[src/gcd_pkg.sv]
// Types and constants of the glyph column decompressor.
// Depends on nothing; used by the channel interfaces and the top level.
`default_nettype none

package gcd_pkg;

  localparam int unsigned GLYPH_WIDTH = 15;
  localparam int unsigned DICT_DEPTH  = 8;
  localparam int unsigned COL_W       = 15;
  localparam int unsigned IDX_W       = 4;
  localparam int unsigned DICT_AW     = 3;

  localparam logic [IDX_W-1:0] COL_LAST   = 4'd14;
  localparam logic [IDX_W-1:0] COL_END    = 4'd15;
  localparam logic [IDX_W-1:0] COL_MIRROR = 4'd8;

  typedef struct packed {
    logic [7:0] data_byte;
    logic       glyph_start;
  } gcd_in_t;

  typedef struct packed {
    logic [COL_W-1:0] column_bits;
    logic [IDX_W-1:0] column_index;
    logic             last_column;
  } gcd_out_t;

  typedef enum logic [1:0] {
    OP_ZERO   = 2'd0,
    OP_RAW    = 2'd1,
    OP_DICT   = 2'd2,
    OP_MIRROR = 2'd3
  } op_kind_e;

endpackage

`default_nettype wire

[src/gcd_if.sv]
// Valid/ready channel interfaces for compressed bytes and decoded columns.
// Depends on gcd_pkg for the payload types.
`default_nettype none

interface gcd_in_if;
  logic            valid;
  logic            ready;
  gcd_pkg::gcd_in_t data;

  modport source (output valid, output data, input ready);
  modport sink   (input valid, input data, output ready);
endinterface

interface gcd_out_if;
  logic             valid;
  logic             ready;
  gcd_pkg::gcd_out_t data;

  modport source (output valid, output data, input ready);
  modport sink   (input valid, input data, output ready);
endinterface

`default_nettype wire

[src/glyph_column_decompressor.sv]
// Glyph column decompressor: byte stream in, 15 pixel columns per glyph out.
// Depends on gcd_pkg and on the channel interfaces in gcd_if.sv.
//
// in_i carries one byte per item: a header (glyph_start = 1) or a payload
// byte. out_o carries one column per item, in column order, with its index
// and a flag on column 14. A byte is held in an input register and decoded
// one nibble per cycle while the output flows; after a header its bar columns
// go out one per cycle while the output flows and input is held.
// When the payload runs out or the last decoded column is reached, the
// remaining columns (zero or mirror) go out one per cycle in the same way.
// The dictionary and the column store are synchronous memories read when a
// column is issued; a column passes from the input register through the
// column stage to the output register, and one from the high nibble or a
// bar column is issued only after the low nibble or the header is decoded.
// At most one column leaves per cycle.
// Reset clears the control state and marks every dictionary entry as zero;
// no clearing pass is needed. When out_o stalls, the column stage and the
// output register hold, and input stops once a held byte needs to issue.
`default_nettype none

module glyph_column_decompressor (
  input  wire logic clk_i,
  input  wire logic rst_ni,
  gcd_in_if.sink    in_i,
  gcd_out_if.source out_o
);
  import gcd_pkg::*;

  logic [COL_W-1:0] dict_mem [DICT_DEPTH];
  logic [COL_W-1:0] emit_mem [8];

  logic                 pend_q, pend_d;
  logic                 hdr_q, hdr_d;
  logic [7:0]           byte_q, byte_d;
  logic                 hi_q, hi_d;
  logic                 run_q, run_d;
  logic [IDX_W-1:0]     run_to_q, run_to_d;
  logic                 run_mir_q, run_mir_d;
  logic [2:0]           crop_q, crop_d;
  logic [4:0]           left_q, left_d;
  logic [1:0]           cnt_q, cnt_d;
  logic [COL_W-1:0]     acc_q, acc_d;
  logic [DICT_AW-1:0]   slot_q, slot_d;
  logic                 done_q, done_d;
  logic [IDX_W-1:0]     next_q, next_d;
  logic [DICT_DEPTH-1:0] dvld_q;

  logic                 s2_v_q;
  op_kind_e             s2_kind_q;
  logic [COL_W-1:0]     s2_raw_q;
  logic [IDX_W-1:0]     s2_idx_q;
  logic [COL_W-1:0]     s2_dict_q;
  logic [COL_W-1:0]     s2_emit_q;
  logic [COL_W-1:0]     s2_bits;

  logic                 out_v_q;
  gcd_out_t             out_q;

  logic                 s2_adv, issue_ok;
  logic                 iss;
  op_kind_e             iss_kind;
  logic [COL_W-1:0]     iss_raw;
  logic [DICT_AW-1:0]   iss_daddr;
  logic [2:0]           iss_eaddr;
  logic                 dict_we;
  logic [COL_W-1:0]     acc_fin;
  logic                 byte_done;
  logic                 need_iss;
  logic [3:0]           nib;
  logic [IDX_W-1:0]     end_col, nxt, mir_col;
  logic                 in_rdy;

  assign s2_adv   = s2_v_q && (!out_v_q || out_o.ready);
  assign issue_ok = !s2_v_q || s2_adv;
  assign end_col  = COL_END - {1'b0, crop_q};
  assign nib      = hi_q ? byte_q[7:4] : byte_q[3:0];
  assign mir_col  = COL_LAST - next_q;
  assign acc_fin  = acc_q | {nib, 11'b0};
  assign need_iss = ((cnt_q == 2'd0) && nib[0]) || (cnt_q == 2'd3);
  assign nxt      = next_q + {3'b0, need_iss};

  always_comb begin
    pend_d    = pend_q;
    hdr_d     = hdr_q;
    byte_d    = byte_q;
    hi_d      = hi_q;
    run_d     = run_q;
    run_to_d  = run_to_q;
    run_mir_d = run_mir_q;
    crop_d    = crop_q;
    left_d    = left_q;
    cnt_d     = cnt_q;
    acc_d     = acc_q;
    slot_d    = slot_q;
    done_d    = done_q;
    next_d    = next_q;
    iss       = 1'b0;
    iss_kind  = OP_ZERO;
    iss_raw   = '0;
    iss_daddr = '0;
    iss_eaddr = mir_col[2:0];
    dict_we   = 1'b0;
    byte_done = 1'b0;

    if (run_q) begin
      if (issue_ok) begin
        iss    = 1'b1;
        next_d = next_q + 4'd1;
        if (run_mir_q && (next_q < end_col)) begin
          iss_kind = OP_MIRROR;
        end
        if ((next_q + 4'd1) == run_to_q) begin
          run_d = 1'b0;
        end
      end
    end else if (pend_q) begin
      if (hdr_q) begin
        byte_done = 1'b1;
        crop_d    = byte_q[7:5];
        left_d    = byte_q[4:0];
        next_d    = '0;
        slot_d    = '0;
        cnt_d     = '0;
        acc_d     = '0;
        done_d    = 1'b0;
        run_mir_d = 1'b0;
        if (byte_q[4:0] == 5'd0) begin
          run_d    = 1'b1;
          run_to_d = COL_END;
          done_d   = 1'b1;
        end else if (byte_q[7:5] != 3'd0) begin
          run_d    = 1'b1;
          run_to_d = {1'b0, byte_q[7:5]};
        end
      end else if (!hi_q && done_q) begin
        byte_done = 1'b1;
        if (left_q != 5'd0) begin
          left_d = left_q - 5'd1;
        end
      end else if (!need_iss || issue_ok) begin
        if (!hi_q && (left_q != 5'd0)) begin
          left_d = left_q - 5'd1;
        end
        next_d = nxt;
        case (cnt_q)
          2'd0: begin
            if (nib[0]) begin
              iss       = 1'b1;
              iss_kind  = dvld_q[nib[3:1]] ? OP_DICT : OP_ZERO;
              iss_daddr = nib[3:1];
            end else begin
              acc_d = {12'b0, nib[3:1]};
              cnt_d = 2'd1;
            end
          end
          2'd1: begin
            acc_d = acc_q | {8'b0, nib, 3'b0};
            cnt_d = 2'd2;
          end
          2'd2: begin
            acc_d = acc_q | {4'b0, nib, 7'b0};
            cnt_d = 2'd3;
          end
          default: begin
            iss      = 1'b1;
            iss_kind = OP_RAW;
            iss_raw  = acc_fin;
            dict_we  = 1'b1;
            slot_d   = slot_q + 3'd1;
            cnt_d    = 2'd0;
            acc_d    = '0;
          end
        endcase
        if ((nxt >= end_col) || (hi_q && (left_q == 5'd0))) begin
          byte_done = 1'b1;
          cnt_d     = 2'd0;
          acc_d     = '0;
          done_d    = 1'b1;
          if (nxt < COL_END) begin
            run_d     = 1'b1;
            run_to_d  = COL_END;
            run_mir_d = (nxt == COL_MIRROR);
          end
        end else if (!hi_q) begin
          hi_d = 1'b1;
        end else begin
          byte_done = 1'b1;
        end
      end
    end

    if (byte_done) begin
      pend_d = 1'b0;
      hi_d   = 1'b0;
    end

    in_rdy = !run_q && (!pend_q || byte_done);
    if (in_rdy && in_i.valid) begin
      pend_d = 1'b1;
      hdr_d  = in_i.data.glyph_start;
      byte_d = in_i.data.data_byte;
      hi_d   = 1'b0;
    end
  end

  always_comb begin
    case (s2_kind_q)
      OP_RAW:    s2_bits = s2_raw_q;
      OP_DICT:   s2_bits = s2_dict_q;
      OP_MIRROR: s2_bits = s2_emit_q;
      default:   s2_bits = '0;
    endcase
  end

  always_ff @(posedge clk_i or negedge rst_ni) begin
    if (!rst_ni) begin
      pend_q    <= 1'b0;
      hdr_q     <= 1'b0;
      hi_q      <= 1'b0;
      run_q     <= 1'b0;
      run_to_q  <= '0;
      run_mir_q <= 1'b0;
      crop_q    <= '0;
      left_q    <= '0;
      cnt_q     <= '0;
      acc_q     <= '0;
      slot_q    <= '0;
      done_q    <= 1'b1;
      next_q    <= '0;
      dvld_q    <= '0;
      s2_v_q    <= 1'b0;
      out_v_q   <= 1'b0;
    end else begin
      pend_q    <= pend_d;
      hdr_q     <= hdr_d;
      hi_q      <= hi_d;
      run_q     <= run_d;
      run_to_q  <= run_to_d;
      run_mir_q <= run_mir_d;
      crop_q    <= crop_d;
      left_q    <= left_d;
      cnt_q     <= cnt_d;
      acc_q     <= acc_d;
      slot_q    <= slot_d;
      done_q    <= done_d;
      next_q    <= next_d;
      if (dict_we) begin
        dvld_q[slot_q] <= 1'b1;
      end
      if (iss) begin
        s2_v_q <= 1'b1;
      end else if (s2_adv) begin
        s2_v_q <= 1'b0;
      end
      if (s2_adv) begin
        out_v_q <= 1'b1;
      end else if (out_o.ready) begin
        out_v_q <= 1'b0;
      end
    end
  end

  always_ff @(posedge clk_i) begin
    byte_q <= byte_d;
    if (iss) begin
      s2_kind_q <= iss_kind;
      s2_raw_q  <= iss_raw;
      s2_idx_q  <= next_q;
    end
    if (s2_adv) begin
      out_q.column_bits  <= s2_bits;
      out_q.column_index <= s2_idx_q;
      out_q.last_column  <= (s2_idx_q == COL_LAST);
    end
  end

  always_ff @(posedge clk_i) begin
    if (dict_we) begin
      dict_mem[slot_q] <= acc_fin;
    end
    if (iss) begin
      s2_dict_q <= dict_mem[iss_daddr];
    end
  end

  always_ff @(posedge clk_i) begin
    if (s2_adv && !s2_idx_q[3]) begin
      emit_mem[s2_idx_q[2:0]] <= s2_bits;
    end
    if (iss) begin
      s2_emit_q <= emit_mem[iss_eaddr];
    end
  end

  assign in_i.ready  = in_rdy;
  assign out_o.valid = out_v_q;
  assign out_o.data  = out_q;

endmodule

`default_nettype wire

[src/flat_wrapper.sv]
// flat-port wrapper written by rule: the top's interface ports become plain ports
module glyph_column_decompressor_flat import gcd_pkg::*;
  (clk_i, rst_ni, in_i_valid, in_i_data, in_i_ready, out_o_valid, out_o_data, out_o_ready);
  gcd_in_if in_i_i ();
  gcd_out_if out_o_i ();
  input  wire logic clk_i;
  input  wire logic rst_ni;
  input wire logic [$bits(in_i_i.valid)-1:0] in_i_valid;
  input wire logic [$bits(in_i_i.data)-1:0] in_i_data;
  output wire logic [$bits(in_i_i.ready)-1:0] in_i_ready;
  output wire logic [$bits(out_o_i.valid)-1:0] out_o_valid;
  output wire logic [$bits(out_o_i.data)-1:0] out_o_data;
  input wire logic [$bits(out_o_i.ready)-1:0] out_o_ready;
  assign in_i_i.valid = in_i_valid;
  assign in_i_i.data = in_i_data;
  assign in_i_ready = in_i_i.ready;
  assign out_o_valid = out_o_i.valid;
  assign out_o_data = out_o_i.data;
  assign out_o_i.ready = out_o_ready;
  glyph_column_decompressor u_core (.clk_i(clk_i), .rst_ni(rst_ni), .in_i(in_i_i), .out_o(out_o_i));
endmodule
[config.mk]
export PLATFORM = sky130hd
export DESIGN_NAME = glyph_column_decompressor_flat
export DESIGN_NICKNAME = d
export VERILOG_FILES = /design/src/gcd_pkg.sv /design/src/gcd_if.sv /design/src/glyph_column_decompressor.sv /design/src/flat_wrapper.sv
export SDC_FILE = /design/constraint.sdc
export NUM_CORES = 1
export LEC_CHECK = 0
export ABC_AREA = 1
export ABC_CLOCK_PERIOD_IN_PS = 3200
export BUFFER_PORTS_ARGS = -buffer_cell sky130_fd_sc_hd__buf_2
export CORE_MARGIN = 4
export CORE_UTILIZATION = 40
export DETAILED_ROUTE_END_ITERATION = 10
export GPL_TIMING_DRIVEN = 0
export HOLD_SLACK_MARGIN = 0.02
export PLACE_DENSITY = 0.55
export SLEW_MARGIN = 20
export SYNTH_ARGS = -nofsm -noshare
export SYNTH_HDL_FRONTEND = slang
export SYNTH_SLANG_ARGS = --single-unit
export TNS_END_PERCENT = 20
[constraint.sdc]
create_clock -name clk_i -period 3.2 [get_ports clk_i]
set_clock_uncertainty 0.05 [all_clocks]
set_input_delay 0.96 -clock clk_i [delete_from_list [all_inputs] [get_ports clk_i]]
set_output_delay 0.96 -clock clk_i [all_outputs]
set_load 0.01 [all_outputs]
-- Word-level counts from Yosys, hierarchy flattened
Memory sizes are Yosys's and may differ from the RTL's. A register that Yosys moved wholly into a read port is not among the register bits.
Index checks and enable logic that the tools add are counted.
- register bits after elaboration: 101
- RAM bits: 240
- input bits: 13
- output and inout port bits: 22
- logic and storage cells: 233
- memories: 2
- memories (name ; depth ; bits a word ; read ports ; clocked after Yosys merged registers in ; wr ports ; line ; RTL):
    u_core.dict_mem ; 8 ; 15 ; 1 ; 1 ; 1 ; glyph_column_decompressor.sv:29 ; logic [COL_W-1:0] dict_mem [DICT_DEPTH];
    u_core.emit_mem ; 8 ; 15 ; 1 ; 1 ; 1 ; glyph_column_decompressor.sv:30 ; logic [COL_W-1:0] emit_mem [8];
- add/subtract/negate cells: 6
- order comparisons: 6
- equality and inequality tests: 20
- multiplexer cells: 117
- bitwise logic cells: 7
- reductions and logical operators: 52
- operators with widths (kind ; count):
    $pmux W15 S3 ; 2
    $mux W15 ; 5
    $mux W1 ; 61
    $mux W4 ; 14
    $mux W3 ; 11
    $mux W2 ; 14
    $mux W5 ; 5
    $reduce_and A5 Y1 ; 4
    $reduce_bool A3 Y1 ; 6
    $or A15 B11 Y15 ; 1
    $or A15 B15 Y15 ; 1
    $or A15 B7 Y15 ; 1
    $reduce_bool A2 Y1 ; 7
    $reduce_and A6 Y1 ; 2
    $logic_and A1 B1 Y1 ; 10
    $logic_not A5 Y1 ; 2
    $ne A3 B2 Y1 const B ; 3
    $ne A3 B3 Y1 const B ; 3
    $eq A2 B2 Y1 const B ; 4
    $eq A4 B4 Y1 const B ; 2
    $lt A3 B4 Y1 const B ; 2
    $or A8 B8 Y8 ; 1
    $reduce_or A8 Y1 ; 1
    $logic_not A1 Y1 ; 7
    other kinds (30) ; 39

-- Depth between registers and ports, before layout
Gate-level depths: netlist of the first run.
- depth in word-level cells: 17
- depth in mapped cells: 24
- depth with buffers taken out: 23

-- Worst setup path after synthesis of the first run
OpenSTA, ideal clock, no wires.
- kind: flip-flop to output port
- start: register u_core.cnt_q[0]
- end: output port in_i_ready
- data arrival time: 2.320 ns
- required time: 2.190 ns
- path slack: -0.130 ns
- stages on the path, launching flop included: 16
- path buffers: 0
- cells stage by stage: dfrtp_1 > inv_1 > ha_1 > nand2_4 > nand2_4 > ha_1 > ha_1 > ha_1 > nand2_1 > nand2_1 > nand2_1 > nand2_1 > nand2_1 > nand2_1 > nand2_1 > a31oi_1
- word-level cells in the longest chain between the ends: 14
- RTL lines (item ; line ; RTL):
    start: declaration ; glyph_column_decompressor.sv:41 ; logic [1:0] cnt_q, cnt_d;
    start signal: assignment ; glyph_column_decompressor.sv:242 ; cnt_q <= cnt_d;
    $logic_not A2 Y1 ; glyph_column_decompressor.sv:79 ; assign need_iss = ((cnt_q == 2'd0) && nib[0]) || (cnt_q == 2'd3);
    $logic_and A1 B1 Y1 ; glyph_column_decompressor.sv:79 ;
    $logic_or A1 B1 Y1 (*) ; glyph_column_decompressor.sv:79 ;
    $add A4 B1 Y4 ; glyph_column_decompressor.sv:80 ; assign nxt = next_q + {3'b0, need_iss};
    $ge A4 B4 Y1 ; glyph_column_decompressor.sv:174 ; if ((nxt >= end_col) || (hi_q && (left_q == 5'd0))) begin
    $logic_or A1 B1 Y1 ; glyph_column_decompressor.sv:174 ;
    $mux W1 ; glyph_column_decompressor.sv:174 ;
    $mux W1 (*) ; glyph_column_decompressor.sv:140 ; end else if (!need_iss || issue_ok) begin
    $mux W1 (*) ; glyph_column_decompressor.sv:135 ; end else if (!hi_q && done_q) begin
    $mux W1 (*) ; glyph_column_decompressor.sv:117 ; if (hdr_q) begin
    $mux W1 (*) ; glyph_column_decompressor.sv:116 ; end else if (pend_q) begin
    $mux W1 (*) ; glyph_column_decompressor.sv:105 ; if (run_q) begin
    $logic_or A1 B1 Y1 (*) ; glyph_column_decompressor.sv:197 ; in_rdy = !run_q && (!pend_q || byte_done);
    $logic_and A1 B1 Y1 (*) ; glyph_column_decompressor.sv:197 ;
    end: declaration ; flat_wrapper.sv:10 ; output wire logic [$bits(in_i_i.ready)-1:0] in_i_ready;
Mark *: on every way between the ends. The rest lies on a longest branch, timed or not.

-- Final worst setup path of the first run
Ends and elaborated chain as after synthesis.

==> results.json, run 1 <==
{
  "status": "finished, violations left",
  "failed_checks": "negative setup slack",
  "wl_met1_microns": 16200,
  "grt_pass1_wl_microns": 55200,
  "dr_wl_met3_microns": 1900,
  "p_sw_w": 0.00627,
  "start_kind": "flop",
  "rr_endpoint": "u_core.run_to_q[0]$_DFFE_PN0P_",
  "peakVddDrop_uv": 556,
  "endpoint": "in_i_ready",
  "hp-class": "input pin to asynchronous set/reset pin",
  "dpl.hpwl_microns": 24300,
  "overflow": 0,
  "critical_path_peak_fanout": 4,
  "crit_arrival_ns": 2.81,
  "gr-usage-all-layers_pct": 17.3,
  "grt_pass1_vias": 9623,
  "cp.required_ns": 2.19,
  "max_cap_violations": 0,
  "place_ws_ns": -0.540,
  "die-width_microns": 203,
  "cts_tree": "built",
  "crit_chain": "inv_2, ha_4, nand2_4, nand2_4, ha_4, ha_4, xor2_4, ha_4, nand2_2, nand2_2, nand2_4, nand2_2, nand2_2, a31oi_4, buf_6",
  "routed_wl_microns": 35500,
  "p_seq_share_pct": 42.8,
  "netSwitchingFraction_pct": 35.8,
  "period_share_pct": 120,
  "die_h_microns": 203,
  "syn2layout_area_growth_pct": 16.7,
  "drtIter0Drc": 658,
  "vias_per_cell": 5.05,
  "clkTransAtPathRegs_ns": 0.06,
  "cts-htree-levels": 2,
  "combPwrFrac_pct": 31.5,
  "rsz0062_at_grt": "yes",
  "start_util_pct": 40.5,
  "r2r_cells": 18,
  "fin_crit_ns": 3.82,
  "grt_max_degree": 52,
  "cts.sinks": 367,
  "top_layer": "met4",
  "crit_type": "flop to output port",
  "p_int_w": 0.0112,
  "setup_ws_ns": -0.624,
  "regArea_sq_mm": 0.0108,
  "drc_errors": 0,
  "ctsHoldBuffers": 0,
  "pin_count": 35,
  "power_density_mw_per_mm2": 983,
  "vias": 9722,
  "leakage_nw": 6.60,
  "synthFlopType": "edfxtp_1",
  "yosysUniqueCellTypes": 43,
  "clkPwrFrac_pct": 25.7,
  "dr.pass1.iters": 7,
  "syn_area_per_cell_sq_um": 11.9,
  "critPathMaxStageDelay_ns": 0.42,
  "port_buffers": 34,
  "core_area_sq_mm": 0.0377,
  "syn-instance-count": 1277,
  "synth-edff-count": 319,
  "worstMarginPinSlew_ns": 0.928,
  "n_fill_cell": 3450,
  "drive_gt1_share_pct": 17.2,
  "multi_input_area_sq_mm": 0.00404,
  "fp-row-count": 71,
  "yosysWarnings": 0,
  "ys_seq_elements": 367,
  "ys_async_sr_fraction_pct": 13.1,
  "yosysSeqAreaShare_pct": 70.7,
  "wl_per_cell_microns": 18.4,
  "syn_area_sq_mm": 0.0152,
  "syn_nets": 1304,
  "max_freq_mhz": 261,
  "hold_ws_ns": 0.379,
  "final_max_slew_viol_count": 0,
  "final_nets": 1408,
  "antenna_found_initial": 0,
  "clockBufferDepth": 3,
  "clkLatencyLatePin_ns": 0.56,
  "worstSetupStartpoint": "u_core.cnt_q[0]$_DFFE_PN0P_",
  "dr_wl_met2_microns": 16600,
  "critical_path.endpoint_type": "output port",
  "hold_viol_final": 0,
  "antenna_cells": 0,
  "antenna_left": 0,
  "slew_headroom_pct": 38.1,
  "cts_root_buf": "clkbuf_16",
  "cpMaxStageDelayCell": "dfrtp_1",
  "die_area_sq_mm": 0.0413,
  "place_congestion": 0.792,
  "numCtsBuffers": 41,
  "setup_viol": 1,
  "ff2ff_setup_slack_ns": 0.17,
  "r2r_start": "u_core.cnt_q[0]$_DFFE_PN0P_"
}
==> critical path: cells and delay by family (launching register included) <==
kind / cells / cell delay, ns
AOI/OAI and AO/OA: 1 / 0.23
xor gates and xnor gates: 1 / 0.16
buffers and inverters: 2 / 0.21
and+or+nand+nor: 7 / 0.46
adders and majority gates: 4 / 0.80
DFF: 1 / 0.42
==> power groups by stage <==
stage	sequential, W	clock (W)	combinational (W)
2_1_floorplan	0.00745	0	0.00336
3_3_place_gp	0.00760	0	0.00506
5_1_grt	0.00760	0.00482	0.00620
3_5_place_dp	0.00760	0	0.00518
4_1_cts	0.00751	0.00459	0.00542
6_report	0.00750	0.00449	0.00551
==> cells by family after synthesis <==
group                      after synthesis  share of synthesized area (%)
adders and majority gates               14                           1.15
AOI/OAI and AO/OA                      226                           9.17
DFF                                    367                           70.7
and+or+nand+nor                        513                           14.4
buffers and inverters                  149                           4.12
xor gates and xnor gates                 8                          0.459
==> flip-flops by register name, summed over array words and instances (netlist names), 2 cells and up <==
register / count
u_core.s2_dict_q: 15
u_core.dict_mem: 120
u_core.s2_idx_q: 4
u_core.s2_emit_q: 15
u_core.s2_kind_q: 2
u_core.out_o.data: 20
u_core.run_to_q: 4
u_core.acc_q: 11
u_core.dvld_q: 8
u_core.s2_raw_q: 15
u_core.crop_q: 3
u_core.emit_mem: 120
u_core.cnt_q: 2
u_core.slot_q: 3
u_core.byte_q: 8
u_core.left_q: 5
u_core.next_q: 4
==> how the worst min path moves through the flow <==
stage	from	endpoint	slack, ns	depth (start not counted)
3_5_place_dp	u_core.dvld_q[2]$_DFFE_PN0P_	u_core.dvld_q[2]$_DFFE_PN0P_	0.39	2
3_3_place_gp	u_core.dvld_q[2]$_DFFE_PN0P_	u_core.dvld_q[2]$_DFFE_PN0P_	0.39	2
5_1_grt	rst_ni	u_core.crop_q[1]$_DFFE_PN0P_	0.40	1
2_1_floorplan	u_core.dvld_q[0]$_DFFE_PN0P_	u_core.dvld_q[0]$_DFFE_PN0P_	0.37	2
4_1_cts	rst_ni	u_core.crop_q[1]$_DFFE_PN0P_	0.37	1
6_report	rst_ni	u_core.crop_q[0]$_DFFE_PN0P_	0.38	1
==> per-layer routing <==
layer	track usage, %	vias up
met5	0	-
li1	-	4670
met3	3.58	52
met1	24.3	4768
met4	4.82	0
met2	27.6	232
==> layout by cell type, fill, tap and decap left out, types with 9 or more instances in the layout <==
master,count
edfxtp_1,319
clkinv_2,11
nand3_1,30
inv_1,87
o211ai_1,49
o22ai_1,15
nor2_1,156
inv_2,11
or2_1,11
clkinv_1,9
clkbuf_1,32
nor2_2,18
o21ai_0,115
buf_4,22
clkbuf_16,43
buf_2,40
nand2_2,12
buf_6,14
dfrtp_1,47
nand2_1,231
a31oi_1,17
or2_2,25
==> Yosys cell counts, types with 6 or more instances <==
cell      number  area share, %
nor2_1       173            4.3
or2_0          8           0.33
a211oi_1       8           0.39
edfxtp_1     319             63
ha_1          14            1.1
nand3_1       30           0.98
nand2_1      240            5.9
a31oi_1       18           0.74
o211ai_1      49            2.4
buf_2          8           0.26
or2_1         11           0.45
o22ai_1       15           0.62
inv_2          6           0.15
inv_1         92            2.3
dfrtp_1       47            7.7
or2_2         25            1.0
o21ai_0      115            3.8
o211ai_2       8           0.66
clkbuf_1      26           0.64
==> stage by stage <==
| step | total power [W] | cells | TNS (ns) | instance area (sq um) | util [%] |
|---|---|---|---|---|---|
| 2_1_floorplan | 0.0108 | 1277 | 0 | 15300 | - |
| 3_3_place_gp | 0.0127 | 1822 | -134.87 | 16100 | 42.7 |
| 3_5_place_dp | 0.0128 | 1833 | -8.19 | 16300 | 43.2 |
| 4_1_cts | 0.0175 | 1922 | -0.672 | 17700 | 47.1 |
| 5_1_grt | 0.0186 | 1924 | -0.741 | 17800 | 47.3 |
| 6_report | 0.0175 | 1924 | -0.624 | 17800 | 47.3 |
==> layout make-up <==
class / count / share of cell area (%)
Multi-Input combinational cell: 761 / 22.7
Clock buffer: 49 / 6.17
Clock inverter: 26 / 1.04
Buffer: 49 / 1.38
Timing Repair Buffer: 61 / 2.42
Tap cell: 511 / 3.59
Inverter: 100 / 2.15
Sequential cell: 367 / 60.6
==> what timing repair did <==
item                                    CTS  global route
pin swaps                                15            15
cloned                                    0             0
setup buffers                            14             2
endpoints found under the setup margin   29            30
gates resized for setup                  14            13
Note: power is estimated with default switching activity, not from simulation.
==> inputs of run 2 (changes only) <==
- PLACE_DENSITY: 0.55 -> not set
==> results.json, run 2 (synthesis results as in run 1) <==
{
  "combPwrFrac_pct": 30.5,
  "dr.pass1.iters": 5,
  "period_share_pct": 118,
  "start_kind": "flop",
  "crit_chain": "inv_2, ha_4, nand2_4, nand2_4, ha_4, ha_4, xor2_4, ha_4, nand2_1, nand2_1, nand2_2, nand2_2, nand2_2, a31oi_4, buf_2",
  "cts_tree": "built",
  "final_max_slew_viol_count": 0,
  "die_h_microns": 203,
  "cp.required_ns": 2.19,
  "max_freq_mhz": 264,
  "worstMarginPinSlew_ns": 0.922,
  "setup_ws_ns": -0.584,
  "pin_count": 35,
  "syn2layout_area_growth_pct": 17.1,
  "setup_viol": 1,
  "overflow": 0,
  "grt_pass1_wl_microns": 54100,
  "cpMaxStageDelayCell": "dfrtp_1",
  "final_common_cell": "edfxtp_1",
  "hold_viol_final": 0,
  "fin_cells": 1922,
  "clockBufferDepth": 3,
  "rsz0062_at_grt": "yes",
  "p_sw_w": 0.00622,
  "leakage_nw": 6.62,
  "crit_type": "flop to output port",
  "cts_root_buf": "clkbuf_16",
  "fp-row-count": 71,
  "hold_ws_ns": 0.401,
  "port_buffers": 34,
  "failed_checks": "negative setup slack",
  "clkTransAtPathRegs_ns": 0.06,
  "final_nets": 1406,
  "drc_errors": 0,
  "dpl.hpwl_microns": 23900,
  "slew_headroom_pct": 38.5,
  "drtIter0Drc": 797,
  "place_inst": 1833,
  "p_seq_share_pct": 42.6,
  "clkPwrFrac_pct": 26.9,
  "peakVddDrop_uv": 579,
  "critPathMaxStageDelay_ns": 0.42,
  "crit_arrival_ns": 2.77,
  "status": "finished, violations left",
  "routed_wl_microns": 34600,
  "antenna_left": 0,
  "drive_gt1_share_pct": 17.1,
  "crit_top_cell": "ha_4",
  "antenna_found_initial": 0,
  "max_cap_violations": 0,
  "start_util_pct": 40.5,
  "place_ws_ns": -0.483,
  "final_cell_mix": "edfxtp_1 (319), nand2_1 (236), nor2_1 (156)",
  "clkLatencyLatePin_ns": 0.55,
  "numCtsBuffers": 40,
  "critical_path.endpoint_type": "output port",
  "grt_pass1_vias": 9539,
  "fin_crit_ns": 3.78,
  "netSwitchingFraction_pct": 35.3,
  "critical_path_peak_fanout": 4,
  "hp-class": "input pin to asynchronous set/reset pin",
  "cts-htree-levels": 2,
  "place_congestion": 0.813,
  "p_int_w": 0.0114,
  "n_fill_cell": 3371,
  "power_density_mw_per_mm2": 987,
  "gr-usage-all-layers_pct": 16.7,
  "core_area_sq_mm": 0.0377,
  "die-width_microns": 203,
  "vias_per_cell": 5.02,
  "wl_per_cell_microns": 18.0,
  "antenna_cells": 0,
  "die_area_sq_mm": 0.0413,
  "grt_max_degree": 52,
  "cts.sinks": 367,
  "vias": 9650
}
run 2: stage by stage:
stage | instance area, sq um | setup TNS [ns] | utilization (%) | power (W)
2_1_floorplan | 15300 | 0 | - | 0.0108
3_3_place_gp | 16100 | -125.28 | 42.7 | 0.0126
3_5_place_dp | 16300 | -5.70 | 43.2 | 0.0127
4_1_cts | 17800 | -0.612 | 47.3 | 0.0177
5_1_grt | 17900 | -0.724 | 47.4 | 0.0187
6_report | 17900 | -0.584 | 47.4 | 0.0176
run 2: critical path: cells and delay by family, from the launching register on:
family	cells	cell delay, ns
fa+ha+maj	4	0.77
compound gates	1	0.20
simple gates	7	0.45
flops	1	0.42
xor+xnor	1	0.16
buf+inv	2	0.23
run 2: worst paths after layout:
path	startpoint	endpoint	slack (ns)	cells after the start
setup / recovery	u_core.cnt_q[1]$_DFFE_PN0P_	in_i_ready	-0.58	15
hold / removal	rst_ni	u_core.crop_q[0]$_DFFE_PN0P_	0.40	1
setup reg to reg	u_core.cnt_q[1]$_DFFE_PN0P_	u_core.acc_q[2]$_DFFE_PN0P_	0.25	21
hold reg to reg	u_core.dvld_q[2]$_DFFE_PN0P_	u_core.dvld_q[2]$_DFFE_PN0P_	0.41	2
max in group asynchronous	rst_ni	u_core.dvld_q[5]$_DFFE_PN0P_	2.25	1
min in group clk_i	u_core.dvld_q[2]$_DFFE_PN0P_	u_core.dvld_q[2]$_DFFE_PN0P_	0.41	2
run 2: area by class of cell:
| class | instances | area (sq um) | area share [%] |
|---|---|---|---|
| buffer | 49 | 245 | 1.37 |
| inverter | 100 | 383 | 2.14 |
| sequential | 367 | 10800 | 60.4 |
| tap | 511 | 639 | 3.58 |
| clock buffer | 48 | 1050 | 5.89 |
| timing repair buffer | 60 | 420 | 2.35 |
| clock inverter | 26 | 320 | 1.79 |
| multi-input combinational | 761 | 4010 | 22.5 |
run 2: power by group through the flow:
stage / sequential, W / combinational [W] / clock (W)
after floorplan: 0.00745 / 0.00336 / 0
after global placement: 0.00760 / 0.00499 / 0
after detailed placement: 0.00761 / 0.00512 / 0
after CTS: 0.00752 / 0.00532 / 0.00482
after global routing: 0.00762 / 0.00604 / 0.00500
final: 0.00751 / 0.00537 / 0.00474
run 2: routing by layer:
layer / wire length [microns] / share of wire, % / vias to the layer above / track usage, %
li1: - / - / 4655 / -
met1: 16200 / 47 / 4691 / 23.8
met2: 16000 / 46 / 251 / 26.7
met3: 1610 / 4.7 / 53 / 2.66
met4: 768 / 2.2 / 0 / 4.70
met5: 0 / 0 / - / 0
run 2: repair_timing:
item                       4_1_cts  5_1_grt
hold buffers                     0        0
buffers inserted                12        3
pin swaps                       10       12
setup endpoints to repair       29       28
resized for setup               13        6
